`src/rtl/llcc_pkg.sv`:
```
// Shared widths, register map and handoff types for the laser line column centroid block.
package llcc_pkg;

  localparam int unsigned PIX_W    = 8;
  localparam int unsigned ROW_W    = 10;
  localparam int unsigned COL_W    = 11;
  localparam int unsigned WSUM_W   = 18;
  localparam int unsigned MSUM_W   = 28;
  localparam int unsigned PROD_W   = ROW_W + PIX_W;
  localparam int unsigned CENT_W   = 18;
  localparam int unsigned FRAC_W   = 8;
  localparam int unsigned DIV_STEPS = CENT_W;
  localparam int unsigned CNT_W    = $clog2(DIV_STEPS);

  localparam int unsigned APB_AW   = 3;
  localparam int unsigned APB_DW   = 32;

  localparam logic [0:0]       REG_THRESHOLD  = 1'b0;
  localparam logic [PIX_W-1:0] THRESHOLD_RST  = 8'd50;

  localparam logic [WSUM_W-1:0] WSUM_MAX = {WSUM_W{1'b1}};
  localparam logic [MSUM_W-1:0] MSUM_MAX = {MSUM_W{1'b1}};
  localparam logic [CENT_W-1:0] CENT_MAX = {CENT_W{1'b1}};

  typedef struct packed {
    logic              valid;
    logic [COL_W-1:0]  column;
    logic [PIX_W-1:0]  peak;
    logic [WSUM_W-1:0] weight;
    logic [MSUM_W-1:0] moment;
  } llcc_job_t;

  typedef struct packed {
    logic [COL_W-1:0]  column;
    logic [CENT_W-1:0] centroid;
    logic [PIX_W-1:0]  peak;
  } llcc_res_t;

endpackage

```
`src/rtl/llcc_accum.sv`:
```
// Run tracking and best-run selection over the pixels of one column.
module llcc_accum
  import llcc_pkg::*;
(
  input  logic             clk_i,
  input  logic             rst_ni,
  input  logic             fire_i,
  input  logic [PIX_W-1:0] thr_i,
  input  logic [PIX_W-1:0] pixel_i,
  input  logic [ROW_W-1:0] row_i,
  input  logic [COL_W-1:0] col_i,
  input  logic             last_i,
  output llcc_job_t        job_o
);

  logic              in_run_q, in_run_d;
  logic [PIX_W-1:0]  run_peak_q, run_peak_d;
  logic [WSUM_W-1:0] run_w_q, run_w_d;
  logic [MSUM_W-1:0] run_m_q, run_m_d;
  logic              best_v_q, best_v_d;
  logic [PIX_W-1:0]  best_peak_q, best_peak_d;
  logic [WSUM_W-1:0] best_w_q, best_w_d;
  logic [MSUM_W-1:0] best_m_q, best_m_d;

  logic              bright;
  logic [PROD_W-1:0] prod;
  logic [WSUM_W:0]   w_sum;
  logic [MSUM_W:0]   m_sum;
  logic              run_live;
  logic              closing;
  logic              replace;

  assign bright = pixel_i > thr_i;
  assign prod   = PROD_W'(row_i) * PROD_W'(pixel_i);
  assign w_sum  = {1'b0, run_w_q} + (WSUM_W + 1)'(pixel_i);
  assign m_sum  = {1'b0, run_m_q} + (MSUM_W + 1)'(prod);

  always_comb begin
    run_peak_d = run_peak_q;
    run_w_d    = run_w_q;
    run_m_d    = run_m_q;
    if (bright) begin
      if (!in_run_q) begin
        run_peak_d = pixel_i;
        run_w_d    = WSUM_W'(pixel_i);
        run_m_d    = MSUM_W'(prod);
      end else begin
        run_peak_d = (pixel_i > run_peak_q) ? pixel_i : run_peak_q;
        run_w_d    = w_sum[WSUM_W] ? WSUM_MAX : w_sum[WSUM_W-1:0];
        run_m_d    = m_sum[MSUM_W] ? MSUM_MAX : m_sum[MSUM_W-1:0];
      end
    end
  end

  assign run_live = bright || in_run_q;
  assign closing  = run_live && (!bright || last_i);
  assign replace  = closing && (!best_v_q || (run_peak_d > best_peak_q));

  always_comb begin
    best_v_d    = best_v_q || replace;
    best_peak_d = replace ? run_peak_d : best_peak_q;
    best_w_d    = replace ? run_w_d    : best_w_q;
    best_m_d    = replace ? run_m_d    : best_m_q;
    in_run_d    = run_live && !closing;
    if (last_i) begin
      best_v_d = 1'b0;
      in_run_d = 1'b0;
    end
  end

  always_comb begin
    job_o.valid  = fire_i && last_i && (best_v_q || replace);
    job_o.column = col_i;
    job_o.peak   = replace ? run_peak_d : best_peak_q;
    job_o.weight = replace ? run_w_d    : best_w_q;
    job_o.moment = replace ? run_m_d    : best_m_q;
  end

  always_ff @(posedge clk_i or negedge rst_ni) begin
    if (!rst_ni) begin
      in_run_q <= 1'b0;
      best_v_q <= 1'b0;
    end else if (fire_i) begin
      in_run_q <= in_run_d;
      best_v_q <= best_v_d;
    end
  end

  always_ff @(posedge clk_i) begin
    if (fire_i) begin
      run_peak_q  <= run_peak_d;
      run_w_q     <= run_w_d;
      run_m_q     <= run_m_d;
      best_peak_q <= best_peak_d;
      best_w_q    <= best_w_d;
      best_m_q    <= best_m_d;
    end
  end

endmodule

```
`src/rtl/llcc_div.sv`:
```
// Restoring divider, one quotient bit per cycle, for the Q.8 centroid.
module llcc_div
  import llcc_pkg::*;
(
  input  logic      clk_i,
  input  logic      rst_ni,
  input  llcc_job_t job_i,
  input  logic      take_i,
  output logic      busy_o,
  output logic      done_o,
  output llcc_res_t res_o
);

  localparam logic [1:0] S_IDLE = 2'd0;
  localparam logic [1:0] S_RUN  = 2'd1;
  localparam logic [1:0] S_DONE = 2'd2;

  localparam int unsigned HI_W = MSUM_W - (CENT_W - FRAC_W);
  localparam logic [CNT_W-1:0] LAST_STEP = CNT_W'(DIV_STEPS - 1);

  logic [1:0]        state_q, state_d;
  logic [CNT_W-1:0]  cnt_q, cnt_d;
  logic [WSUM_W-1:0] rem_q, rem_d;
  logic [CENT_W-1:0] dvd_q, dvd_d;
  logic [CENT_W-1:0] quo_q, quo_d;
  logic [WSUM_W-1:0] dvs_q, dvs_d;
  logic [COL_W-1:0]  col_q, col_d;
  logic [PIX_W-1:0]  peak_q, peak_d;

  logic [WSUM_W:0]   rem_sh;
  logic [WSUM_W+1:0] diff;
  logic              ge;
  logic [HI_W-1:0]   m_hi;

  assign rem_sh = {rem_q, dvd_q[CENT_W-1]};
  assign diff   = {1'b0, rem_sh} - {2'b00, dvs_q};
  assign ge     = !diff[WSUM_W+1];
  assign m_hi   = job_i.moment[MSUM_W-1 -: HI_W];

  always_comb begin
    state_d = state_q;
    cnt_d   = cnt_q;
    rem_d   = rem_q;
    dvd_d   = dvd_q;
    quo_d   = quo_q;
    dvs_d   = dvs_q;
    col_d   = col_q;
    peak_d  = peak_q;
    unique case (state_q)
      S_IDLE: begin
        if (job_i.valid) begin
          col_d  = job_i.column;
          peak_d = job_i.peak;
          dvs_d  = job_i.weight;
          rem_d  = WSUM_W'(m_hi);
          dvd_d  = {job_i.moment[CENT_W-FRAC_W-1:0], {FRAC_W{1'b0}}};
          cnt_d  = '0;
          if (job_i.weight == '0) begin
            quo_d   = '0;
            state_d = S_DONE;
          end else if (WSUM_W'(m_hi) >= job_i.weight) begin
            quo_d   = CENT_MAX;
            state_d = S_DONE;
          end else begin
            quo_d   = '0;
            state_d = S_RUN;
          end
        end
      end
      S_RUN: begin
        rem_d = ge ? diff[WSUM_W-1:0] : rem_sh[WSUM_W-1:0];
        quo_d = {quo_q[CENT_W-2:0], ge};
        dvd_d = {dvd_q[CENT_W-2:0], 1'b0};
        cnt_d = cnt_q + 1'b1;
        if (cnt_q == LAST_STEP) begin
          state_d = S_DONE;
        end
      end
      S_DONE: begin
        if (take_i) begin
          state_d = S_IDLE;
        end
      end
      default: begin
        state_d = S_IDLE;
      end
    endcase
  end

  always_ff @(posedge clk_i or negedge rst_ni) begin
    if (!rst_ni) begin
      state_q <= S_IDLE;
      cnt_q   <= '0;
    end else begin
      state_q <= state_d;
      cnt_q   <= cnt_d;
    end
  end

  always_ff @(posedge clk_i) begin
    rem_q  <= rem_d;
    dvd_q  <= dvd_d;
    quo_q  <= quo_d;
    dvs_q  <= dvs_d;
    col_q  <= col_d;
    peak_q <= peak_d;
  end

  assign busy_o         = state_q != S_IDLE;
  assign done_o         = state_q == S_DONE;
  assign res_o.column   = col_q;
  assign res_o.centroid = quo_q;
  assign res_o.peak     = peak_q;

  a_rem_below_dvs : assert property (@(posedge clk_i) disable iff (!rst_ni)
    state_q == S_RUN |-> rem_q < dvs_q)
    else $error("partial remainder not below divisor");

  a_run_ends : assert property (@(posedge clk_i) disable iff (!rst_ni)
    state_q == S_RUN && cnt_q == LAST_STEP |=> state_q == S_DONE)
    else $error("divider did not finish after last step");

  a_peak_bright : assert property (@(posedge clk_i) disable iff (!rst_ni)
    state_q == S_DONE |-> peak_q != '0)
    else $error("finished result carries zero peak");

endmodule

```
`src/rtl/laser_line_column_centroid.sv`:
```
// Laser line column centroid: top level with config register and output word register.
//
// Pixels enter on the input channel (in_valid_i / in_stall_o) column by column,
// top row to bottom, with row, column and last-row tags. One result word per
// column that holds a bright run leaves on the output channel
// (out_valid_o / out_stall_i): column, Q.8 centroid row and peak level.
// Ordinary pixels are taken one per cycle while the divider is idle. The bottom
// pixel of a column with a run starts the restoring divider, which yields one
// quotient bit per cycle: in_stall_o stays high while the divider is busy, from
// the division (skipped when the centroid saturates or the weight is zero)
// until the word moves from its done state into the output register.
// A waiting output word does not block new pixels; only a second finished
// division holds the divider, and with it the input, until the output
// register frees.
// threshold sits at byte address 0 of the APB port; the user must write it only
// while the block is idle, which the block does not enforce. Reset sets threshold
// to 50 and drops any open run, best run, division and output word.
module laser_line_column_centroid
  import llcc_pkg::*;
(
  input  logic              clk_i,
  input  logic              rst_ni,
  input  logic              psel,
  input  logic              penable,
  input  logic              pwrite,
  input  logic [APB_AW-1:0] paddr,
  input  logic [APB_DW-1:0] pwdata,
  output logic [APB_DW-1:0] prdata,
  output logic              pready,
  input  logic              in_valid_i,
  output logic              in_stall_o,
  input  logic [PIX_W-1:0]  pixel_i,
  input  logic [ROW_W-1:0]  row_index_i,
  input  logic [COL_W-1:0]  column_index_i,
  input  logic              last_in_column_i,
  output logic              out_valid_o,
  input  logic              out_stall_i,
  output logic [COL_W-1:0]  column_out_o,
  output logic [CENT_W-1:0] centroid_q8_o,
  output logic [PIX_W-1:0]  peak_level_o
);

  logic [PIX_W-1:0] thr_q;
  logic             cfg_wr;
  logic             in_fire;
  llcc_job_t        job;
  llcc_res_t        res;
  logic             div_busy;
  logic             div_done;
  logic             out_load;
  logic             out_valid_q, out_valid_d;
  llcc_res_t        out_q;

  assign pready = 1'b1;
  assign cfg_wr = psel && penable && pwrite && (paddr[APB_AW-1] == REG_THRESHOLD);
  assign prdata = (paddr[APB_AW-1] == REG_THRESHOLD) ? APB_DW'(thr_q) : '0;

  always_ff @(posedge clk_i or negedge rst_ni) begin
    if (!rst_ni) begin
      thr_q <= THRESHOLD_RST;
    end else if (cfg_wr) begin
      thr_q <= pwdata[PIX_W-1:0];
    end
  end

  assign in_stall_o = div_busy;
  assign in_fire    = in_valid_i && !in_stall_o;

  llcc_accum u_accum (
    .clk_i   (clk_i),
    .rst_ni  (rst_ni),
    .fire_i  (in_fire),
    .thr_i   (thr_q),
    .pixel_i (pixel_i),
    .row_i   (row_index_i),
    .col_i   (column_index_i),
    .last_i  (last_in_column_i),
    .job_o   (job)
  );

  llcc_div u_div (
    .clk_i  (clk_i),
    .rst_ni (rst_ni),
    .job_i  (job),
    .take_i (out_load),
    .busy_o (div_busy),
    .done_o (div_done),
    .res_o  (res)
  );

  assign out_load    = div_done && (!out_valid_q || !out_stall_i);
  assign out_valid_d = out_load || (out_valid_q && out_stall_i);

  always_ff @(posedge clk_i or negedge rst_ni) begin
    if (!rst_ni) begin
      out_valid_q <= 1'b0;
    end else begin
      out_valid_q <= out_valid_d;
    end
  end

  always_ff @(posedge clk_i) begin
    if (out_load) begin
      out_q <= res;
    end
  end

  assign out_valid_o   = out_valid_q;
  assign column_out_o  = out_q.column;
  assign centroid_q8_o = out_q.centroid;
  assign peak_level_o  = out_q.peak;

  a_no_overwrite : assert property (@(posedge clk_i) disable iff (!rst_ni)
    out_valid_q && out_stall_i && div_done |=> div_done)
    else $error("finished word dropped while output held");

  a_no_pixel_in_div : assert property (@(posedge clk_i) disable iff (!rst_ni)
    job.valid |=> !in_fire)
    else $error("pixel taken while column division pending");

  a_out_hold : assert property (@(posedge clk_i) disable iff (!rst_ni)
    out_valid_q && out_stall_i |=> out_valid_q && $stable(out_q))
    else $error("stalled output word changed");

endmodule
```
`config.mk`:
```
export PLATFORM = sky130hd
export DESIGN_NAME = laser_line_column_centroid
export DESIGN_NICKNAME = d
export VERILOG_FILES = /design/src/rtl/llcc_pkg.sv /design/src/rtl/llcc_accum.sv /design/src/rtl/llcc_div.sv /design/src/rtl/laser_line_column_centroid.sv
export SDC_FILE = /design/constraint.sdc
export NUM_CORES = 1
export LEC_CHECK = 0
export BUFFER_PORTS_ARGS = -buffer_cell sky130_fd_sc_hd__buf_2
export CAP_MARGIN = 15
export CORE_MARGIN = 2
export CORE_UTILIZATION = 45
export DETAILED_ROUTE_END_ITERATION = 10
export PLACE_DENSITY_LB_ADDON = 0.1
export SYNTH_ARGS = -nofsm -noshare
export SYNTH_HDL_FRONTEND = slang
export SYNTH_SLANG_ARGS = --single-unit
```
`constraint.sdc`:
```
create_clock -name clk_i -period 7.4 [get_ports clk_i]
set_input_delay 1.48 -clock clk_i [delete_from_list [all_inputs] [get_ports clk_i]]
set_output_delay 1.48 -clock clk_i [all_outputs]
set_load 0.01 [all_outputs]
```
Word-level counts from Yosys, hierarchy flattened
Index checks and enable logic that the tools add are counted.
Word-level totals
  bits in registers: 254
  bits of input ports: 72
  word-level logic and storage cells: 100
Cells by class
  $add $sub $neg: 4
  multipliers: 1
  $lt $le $gt $ge: 4
  eq/ne operators: 6
  muxes and demuxes: 32
  bitwise logic cells: 1
  reductions and logical operators: 31
Operators with widths (number)
  $mux W18: 10
  $mux W28: 4
  $pmux W18 S2: 3
  $mux W8: 5
  $add A28 B18 Y29: 1
  $gt A8 B8 Y1: 3
  $sub A19 B18 Y20: 1
  $add A18 B8 Y19: 1
  $ge A18 B18 Y1: 1
  $logic_not A18 Y1: 1
  $mul A10 B8 Y18: 1
  $logic_and A1 B1 Y1: 11
  $mux W2: 5
  $pmux W5 S2: 1
  $logic_not A1 Y1: 7
  $logic_or A1 B1 Y1: 6
  $pmux W2 S3: 1
  $add A5 B1 Y5 const B: 1
  $eq A5 B5 Y1 const B: 1
  $mux W5: 1
  $ne A2 B1 Y1 const B: 2
  $reduce_and A2 Y1: 2
  $reduce_bool A2 Y1: 2
  $reduce_and A3 Y1: 1
  6 further kinds: 7

Depth between registers and ports, before layout
Gate-level depths: netlist (run 1).
  word-level depth: 13
  mapped depth: 38
  gate-level depth less buffers: 36

By module
From an unflattened synthesis (run 1), not the netlist that was laid out.
Second synthesis, totals
  cells, all modules: 1564
  area, all modules: 16819.9 µm²
Modules (own cells, without submodules)
  llcc_accum: instances 1, cells an instance 1000, area each 9915.8 µm², seq. area each 3293.2 µm²
  llcc_div: instances 1, cells an instance 471, area each 5163.7 µm², seq. area each 2667.6 µm²
  laser_line_column_centroid: instances 1, cells an instance 93, area each 1740.4 µm², seq. area each 1340.0 µm²

Least setup slack after synthesis (run 1)
Ideal clock, no wire load.
  path type: in2reg
  start point: input pixel_i[6]
  end point: register u_div.quo_q[10] (data pin)
  setup time: 261 ps
  data arrival time: 8816 ps
  path slack: -1677 ps
  cell stages on the path: 35
  buffers on the path: 3
  cells stage by stage: clkbuf_1 and2_1 fa_1 fa_1 fa_1 inv_1 fa_1 inv_1 ha_1 or2_2 a21oi_1 a211oi_1 nor3_1 xnor2_1 ha_1 buf_2 and3_1 nand3_1 nor2_1 a21o_1 nand2_1 a31oi_1 nor2_1 or2_2 ha_1 nand2b_1 a21o_1 a21o_1 a211oi_1 o211ai_1 a211oi_1 o211ai_1 clkbuf_1 o21ai_0 a21oi_2
On the way
  elaborated cells on any way between the ends: 29
  classes of those cells: add/sub (2); mul (1); order compare (4); mux (15); reduce/logical (7)
RTL lines
  start: declaration: RTL line laser_line_column_centroid.sv:32  | input logic [PIX_W-1:0] pixel_i,
  $mul A10 B8 Y18: RTL line llcc_accum.sv:34  | assign prod = PROD_W'(row_i) * PROD_W'(pixel_i);
  $add A28 B18 Y29: RTL line llcc_accum.sv:36  | assign m_sum = {1'b0, run_m_q} + (MSUM_W + 1)'(prod);
  $mux W28: RTL line llcc_accum.sv:50  | run_m_d = m_sum[MSUM_W] ? MSUM_MAX : m_sum[MSUM_W-1:0];
  $mux W28: RTL line llcc_accum.sv:43  | if (!in_run_q) begin
  $mux W28 *: RTL line llcc_accum.sv:42  | if (bright) begin
  net u_accum.run_m_d[10]: RTL line llcc_accum.sv:19  | logic [MSUM_W-1:0] run_m_q, run_m_d;
  $mux W28 *
  $ge A18 B18 Y1 *: RTL line llcc_div.sv:61  | end else if (WSUM_W'(m_hi) >= job_i.weight) begin
  $mux W18 *: RTL line llcc_div.sv:61
  $mux W18 *: RTL line llcc_div.sv:58  | if (job_i.weight == '0) begin
  $mux W18 *: RTL line llcc_div.sv:51  | if (job_i.valid) begin
  $pmux W18 S2 *: RTL line llcc_div.sv:49  | unique case (state_q)
  net u_div.quo_d[10]: RTL line llcc_div.sv:25  | logic [CENT_W-1:0] quo_q, quo_d;
  end signal: assignment: RTL line llcc_div.sv:103  | quo_q <= quo_d;
  end: declaration: RTL line llcc_div.sv:25
Mark *: on every way through the listed nets, which the timed path passes. The rest lies on a longest branch. The select of a mux whose other input is x is not followed.
A chain may end at the register's enable or synchronous reset.

==> results of run 1 <==
[power groups by stage]
stage | clock network [W] | logic [W] | registers [W]
2_1_floorplan | 0 | 0.00425 | 0.00259
3_3_place_gp | 0 | 0.00650 | 0.00263
3_5_place_dp | 0 | 0.00658 | 0.00264
4_1_cts | 0.00146 | 0.00715 | 0.00262
5_1_grt | 0.00151 | 0.00844 | 0.00269
6_report | 0.00142 | 0.00767 | 0.00263
[registers in the layout, indices dropped and copies added, names as in the netlist, 2 cells and up]
name                 cells
u_accum.run_m_q         28
u_div.cnt_q              5
thr_q                    8
u_div.quo_q             18
u_accum.best_m_q        28
u_div.state_q            2
u_div.dvd_q             10
u_accum.best_w_q        18
u_accum.best_peak_q      8
u_div.rem_q             18
centroid_q8_o           18
u_div.peak_q             8
peak_level_o             8
u_accum.run_peak_q       8
column_out_o            11
u_accum.run_w_q         18
u_div.dvs_q             18
u_div.col_q             11
[area by class of cell]
type | instances | area (um^2) | share of cell area [%]
Tap cell | 468 | 586 | 2.79
Clock inverter | 21 | 210 | 1.00
Timing Repair Buffer | 315 | 2260 | 10.8
Sequential cell | 246 | 7300 | 34.8
Inverter | 140 | 526 | 2.50
Clock buffer | 33 | 741 | 3.53
Multi-Input combinational cell | 1119 | 9370 | 44.6
[synth_stat cells, drive strengths merged (9+ instances only)]
library cell / n / area share (%)
edfxtp: 228 / 41
inv: 140 / 3.1
ha: 126 / 9.3
nor2: 100 / 2.3
nand2: 99 / 2.2
a21oi: 79 / 2.6
o21ai: 76 / 2.3
and2: 74 / 2.7
mux2: 65 / 4.3
fa: 51 / 6.0
buf: 49 / 2.1
a21o: 39 / 1.8
nor3: 34 / 1.1
nand3: 31 / 0.92
clkbuf: 27 / 0.66
xnor2: 23 / 1.2
a31oi: 22 / 0.85
o21a: 18 / 0.80
a211oi: 15 / 0.74
dfrtp: 15 / 2.2
mux2i: 15 / 0.89
nand2b: 15 / 0.56
o211ai: 15 / 0.70
xor2: 15 / 0.78
and3: 12 / 0.44
nor2b: 12 / 0.46
o31ai: 11 / 0.55
or2: 11 / 0.41
a311oi: 10 / 0.52
o22ai: 10 / 0.37
nand4: 9 / 0.37
nor4: 9 / 0.33
or3: 9 / 0.34
[routing by layer]
metal | up-vias | global-route usage, % | wire (um)
met3 | 49 | 2.55 | 1790
met4 | 0 | 4.96 | 665
met1 | 6166 | 31.7 | 20400
li1 | 6252 | - | -
met2 | 292 | 34.5 | 19100
met5 | - | 0 | 0
[worst paths after layout]
check,start,to,depth (start not counted),slack [ns]
max,row_index_i[4],u_div.quo_q[3],33,-1.0
min,u_div.col_q[4],column_out_o[4],0,0.42
max reg2reg,thr_q[5],u_div.quo_q[3],28,1.04
min reg2reg,u_div.col_q[4],column_out_o[4],0,0.42
max in group asynchronous,rst_ni,thr_q[4],1,6.19
min in group asynchronous,rst_ni,thr_q[3],1,0.86
[per-stage QoR]
step                std cells  utilization [%]
finish                   2342             57.1
global route             2342             57.1
CTS                      2329             56.1
detailed placement       2257             52.4
global placement         2257             52.4
floorplan                1582                -
[placed cells by master (no fill, tap or decap), types with 9 or more instances in the layout]
master     instances
a21o_1            37
a21oi_1           51
a21oi_2           25
a31oi_1           18
and2_1            64
and2_4            10
and3_1            11
buf_2             79
buf_4            219
buf_6             12
clkbuf_16         29
conb_1            25
dfrtp_1           15
edfxtp_1         228
fa_1              47
ha_1             111
ha_4               9
inv_1            134
mux2_2            64
mux2i_1           15
nand2_1           90
nand2_2            9
nand2b_1          13
nand3_1           28
nor2_1            94
nor2b_1           10
nor3_1            28
nor4_1             9
o211ai_1          14
o21a_1            18
o21ai_0           41
o21ai_1            9
o21ai_2           23
o22ai_1           10
o31ai_1            9
or2_2              9
xnor2_1           18
xor2_1            15
[timing repair]
action,in CTS,in global routing
setup buffers,17,14
resized for setup,68,71
setup endpoints to repair,20,33
pin swaps,53,52
hold buffers,0,0
gates cloned,3,0
[cell families (layout without fill, tap and decap cells)]
group | after synthesis | in the layout | share of synthesized area (%)
compound gates | 366 | 366 | 15.1
xor+xnor | 38 | 38 | 1.97
fa+ha+maj | 177 | 177 | 15.4
buf+inv | 217 | 509 | 5.89
flops | 246 | 246 | 43.2
mux | 80 | 80 | 5.22
other cells | 2 | 25 | 0.0445
simple gates | 433 | 433 | 13.1
==> results.md, run 1 <==
* Status: finished with violations
* Failing checks: setup timing
* GPL Wtd Cong at 0.885
* Critical path endpoint category: register
* Die Y at 198 um
* Max clock buf depth at 3
* Core area at 36800 um^2
* Die Area at 39100 um^2
* Number of synthesis warnings at 0
* Pre-CTS setup slack at -1.83 ns
* Setup TNS Final at -19.16 ns
* Crit-path max FO at 8
* Rows at 70
* WP buf/inv at 6
* Final instance area at 21000 um^2
* Hold Fails Final Rpt at 0
* TritonCTS clock tree: built
* Drt drc at 0
* HPWL Detailed at 30500 um
* Worst Tran Pin Value at 1.22 ns
* Antenna-violating nets left at 0
* Clk Latency, worst-skew pair at 0.57 ns
* Layout net count at 2100
* P&R area growth vs syn at 24.3%
* Routed Wire Length at 41900 um
* Worst Hold Class: reg2reg
* Reg power frac at 22.4%
* Routed WL per cell at 17.9 um
* Fillers at 3187
* Antenna cell count at 0
* Synthesized flop and latch total at 246
* Worst path slowest cell: fa_1
* Initial Util at 45.9%
* Combinational Power Share at 65.4%
* CTS clk-pin slew, worst paths at 0.06 ns
* Most used cell, CP: fa_1
* First-pass GRT wire length at 67600 um
* Via density at 5.45
* Slew Limit Fails at 0
* Number of synthesized flops with an enable pin at 228
* Leak at 8.95 nW
* Die width at 198 um
* IO Pins at 144
* Register area share after synthesis at 43.2%
* Clock Tree Root: clkbuf_16
* Placed Instance Area at 19300 um^2
* Final Cycle Share at 113%
* Max VDD drop at 366 uV
* Critical Path RT at 7.71 ns
* Initial drt markers at 728
* Post-route minimum period at 8.40 ns
* Synth Instances at 1559
* Max-cap violations at 0
* CTS Sinks at 246
* Vias in the first global route at 12757
* Drt first pass iters at 5
* Share of cells above drive strength 1 at 32.0%
* Mapped Area at 16900 um^2
* Antenna violations before repair at 0
* Syn Area/Cell at 10.8 um^2
* Clock Skew at 0.0239 ns
* Cell variety after synth at 94
* Ys flop type: edfxtp_1
* Slew margin rel. at 18.5%
* Final WS setup at -0.999 ns
* Critical Path AT at 8.71 ns
* Via Count at 12759
* Pwr dens at 559 nW/um^2
* Startpoint Class: input port
* Gr ovfl total at 0
* F_max at 119 MHz
* Final hold slack at 0.416 ns
* GR Util All Layers at 21.7%
* Largest net degree at the start of global routing at 60
* Top delay family on crit path: adder cells
* Depth of the CTS H-tree at 1
* Unrepaired setup endpoints after global routing: yes
* Sw frac at 41.4%
* Fraction of registers with async set/reset at 7.32%
* Cts bufs inserted at 29
* Worst setup path class: in2reg
* Final Power at 0.0117 W
* Clock power share at 12.1%
* Final setup vio count at 20
* Int Power at 0.00687 W
* PortBufs at 92
* CP max stage delay at 0.53 ns
* Net load switching power at 0.00486 W
No activity file was read; power rests on OpenSTA's default activity.
==> inputs of run 2 (changes only) <==
--- a/config.mk
+++ b/config.mk
@@ -5,6 +5,7 @@
 export SDC_FILE = /design/constraint.sdc
 export NUM_CORES = 1
 export LEC_CHECK = 0
+export ABC_AREA = 1
 export BUFFER_PORTS_ARGS = -buffer_cell sky130_fd_sc_hd__buf_2
 export CAP_MARGIN = 15
 export CORE_MARGIN = 2
==> results.md, run 2 <==
* Number of synthesis warnings at 0
* Leading registers by flop count: u_accum.best_m_q (28), u_accum.run_m_q (28)
* Post-route minimum period at 7.86 ns
* GR Util All Layers at 22.8%
* Largest area contributor in the netlist: edfxtp_1
* Drt drc at 0
* Status: finished with violations
* Max-cap violations at 0
* Slew Limit Fails at 0
* Clk Latency, worst-skew pair at 0.56 ns
* Die width at 200 um
* Worst Tran Pin Value at 0.991 ns
* Antenna-violating nets left at 0
* Max clock buf depth at 3
* Post-Synth XOR/XNOR Area at 2.02%
* P&R area growth vs syn at 25.5%
* Antenna violations before repair at 0
* HPWL Detailed at 33200 um
* Initial Util at 45.8%
* Routed Wire Length at 45400 um
* Clock Tree Root: clkbuf_16
* Core area at 37800 um^2
* Worst Hold Class: reg2reg
* GPL Wtd Cong at 0.904
* Via Count at 14119
* Top area cells in the synthesized netlist: edfxtp_1, nand2_1, ha_1, inv_1, fa_1
* Synth Instances at 2001
* Largest family of logic cells by synthesized area: simple AND/OR/NAND/NOR gates
* Top post-synthesis cells by count: nand2_1, inv_1, edfxtp_1
* Critical path endpoint category: register
* Final Cycle Share at 106%
* Cell variety after synth at 58
* Fraction of registers with async set/reset at 7.32%
* Most common cell after layout, fill and taps aside: nand2_1
* Failing checks: setup timing
* Via density at 5.04
* Share of cells above drive strength 1 at 25.3%
* Die Y at 200 um
* Die Area at 40000 um^2
* Pwr dens at 535 nW/um^2
* Gr ovfl total at 0
* Antenna cell count at 0
* Max VDD drop at 324 uV
* Synth top area share at 39.6%
* Critical Path AT at 8.17 ns
* Slew margin rel. at 33.3%
* Hold Fails Final Rpt at 0
* PortBufs at 92
* Multiplexer share of the synthesized area at 0%
* Reg area at 7300 um^2
* Crit-path max FO at 7
* CTS clk-pin slew, worst paths at 0.06 ns
* Syn Area/Cell at 8.65 um^2
* Fillers at 3386
* Hold-fix buffers, CTS at 0
* Final Power at 0.0116 W
* Worst path slowest cell: fa_1
* Drt first pass iters at 5
* Synthesized flop and latch total at 246
* Final WS setup at -0.457 ns
* Final setup vio count at 21
* Number of synthesized flops with an enable pin at 228
* Largest net degree at the start of global routing at 56
* Startpoint Class: input port
* Register area share after synthesis at 42.2%
* Routed WL per cell at 16.2 um
* Post-Synth Simple-Gate Area at 22.9%
* CP max stage delay at 0.54 ns
* Most used cell, CP: nand2_4
* CTS Sinks at 246
* Multi-input gate area at 9390 um^2
* Cts bufs inserted at 27
* Unrepaired setup endpoints after global routing: yes
* Mapped Area at 17300 um^2
* IO Pins at 144
* Pre-CTS setup slack at -1.51 ns
* Clock Skew at 0.0128 ns
* Compound-gate portion of the synthesized area at 8.31%
* Layout net count at 2520
* Leak at 10.4 nW
* Commonest non-fill, non-tap cells in the layout: nand2_1, inv_1, edfxtp_1
* Critical Path RT at 7.71 ns
* TritonCTS clock tree: built
* Top-count cell post-synth: nand2_1
* First-pass GRT wire length at 74100 um
* F_max at 127 MHz
* Adder-cell share of the synthesized area at 15.0%
* Depth of the CTS H-tree at 1
* Ys flop type: edfxtp_1
* Initial drt markers at 846
* Rows at 71
* Vias in the first global route at 14117
* Worst setup path class: in2reg
run 2: cell types whose count changed in the layout (fill, tap and decap cells not counted), moves of 37 or more:
| cell | delta |
|---|---|
| nand2_1 | +392 |
| inv_1 | +150 |
| nand3_1 | +96 |
| mux2_2 | -64 |
| and2_1 | -46 |
| nand2_2 | +37 |
run 2: per-layer routing:
layer  global-route usage, %  wire, um  part of all wire [%]  vias to the layer above
li1                        -         -                     -                     7046
met1                    32.5     21800                    48                     6757
met5                       0         0                     0                        -
met4                    3.92       790                   1.7                        0
met2                    38.1     21100                    46                      262
met3                    2.49      1720                   3.8                       54
run 2: final timing paths:
path,startpoint,to,slack (ns),cells after the start
max,pixel_i[5],u_div.quo_q[15],-0.46,41
min,u_div.col_q[1],column_out_o[1],0.42,0
max reg2reg,thr_q[4],u_div.quo_q[15],1.72,31
min reg2reg,u_div.col_q[1],column_out_o[1],0.42,0
max in group asynchronous,rst_ni,thr_q[1],6.17,1
min in group asynchronous,rst_ni,thr_q[2],0.88,1
run 2: cell type report:
class | count | area share (%)
tap | 511 | 2.94
inverter | 305 | 5.28
multi-input combinational | 1392 | 43.2
timing repair buffer | 299 | 10.5
sequential | 246 | 33.6
clock inverter | 18 | 1.19
clock buffer | 32 | 3.29
run 2: what timing repair did:
action	in CTS	in global routing
hold endpoints to repair	0	0
pin swaps	102	27
resized for setup	175	36
endpoints found under the setup margin	20	21
buffers inserted	36	8
gates cloned	4	1
run 2: worst max-delay path, delay by kind of cell:
| kind | cells | cell delay, ns |
|---|---|---|
| AO/OA/AOI/OAI | 12 | 1.59 |
| adder cells (fa/ha/maj) | 7 | 2.66 |
| buffers and inverters | 7 | 0.62 |
| AND/OR/NAND/NOR | 15 | 1.78 |
run 2: cells by family after synthesis:
kind of cell / count (synthesis)
other cells: 2
simple gates: 897
buf+inv: 389
flops: 246
xor+xnor: 40
fa+ha+maj: 177
compound gates: 250
run 2: metrics by stage:
stage          std cells  setup TNS (ns)  area, um^2  hold slack [ns]  util [%]
2_1_floorplan       2024          -10.91       17700            0.400         -
3_3_place_gp        2705          -30.01       19400            0.401      51.5
3_5_place_dp        2705          -31.02       19400            0.405      51.5
4_1_cts             2794           -7.93       21500            0.418      56.8
5_1_grt             2803          -17.15       21700            0.422      57.5
6_report            2803           -8.97       21700            0.416      57.5
run 2: power breakdown:
part	switching, W	total (W)	leakage (nW)	internal (W)
clock	0.000579	0.00148	0.466	0.000902
sequential	0.000218	0.00257	2.35	0.00235
combinational	0.00420	0.00756	7.59	0.00336
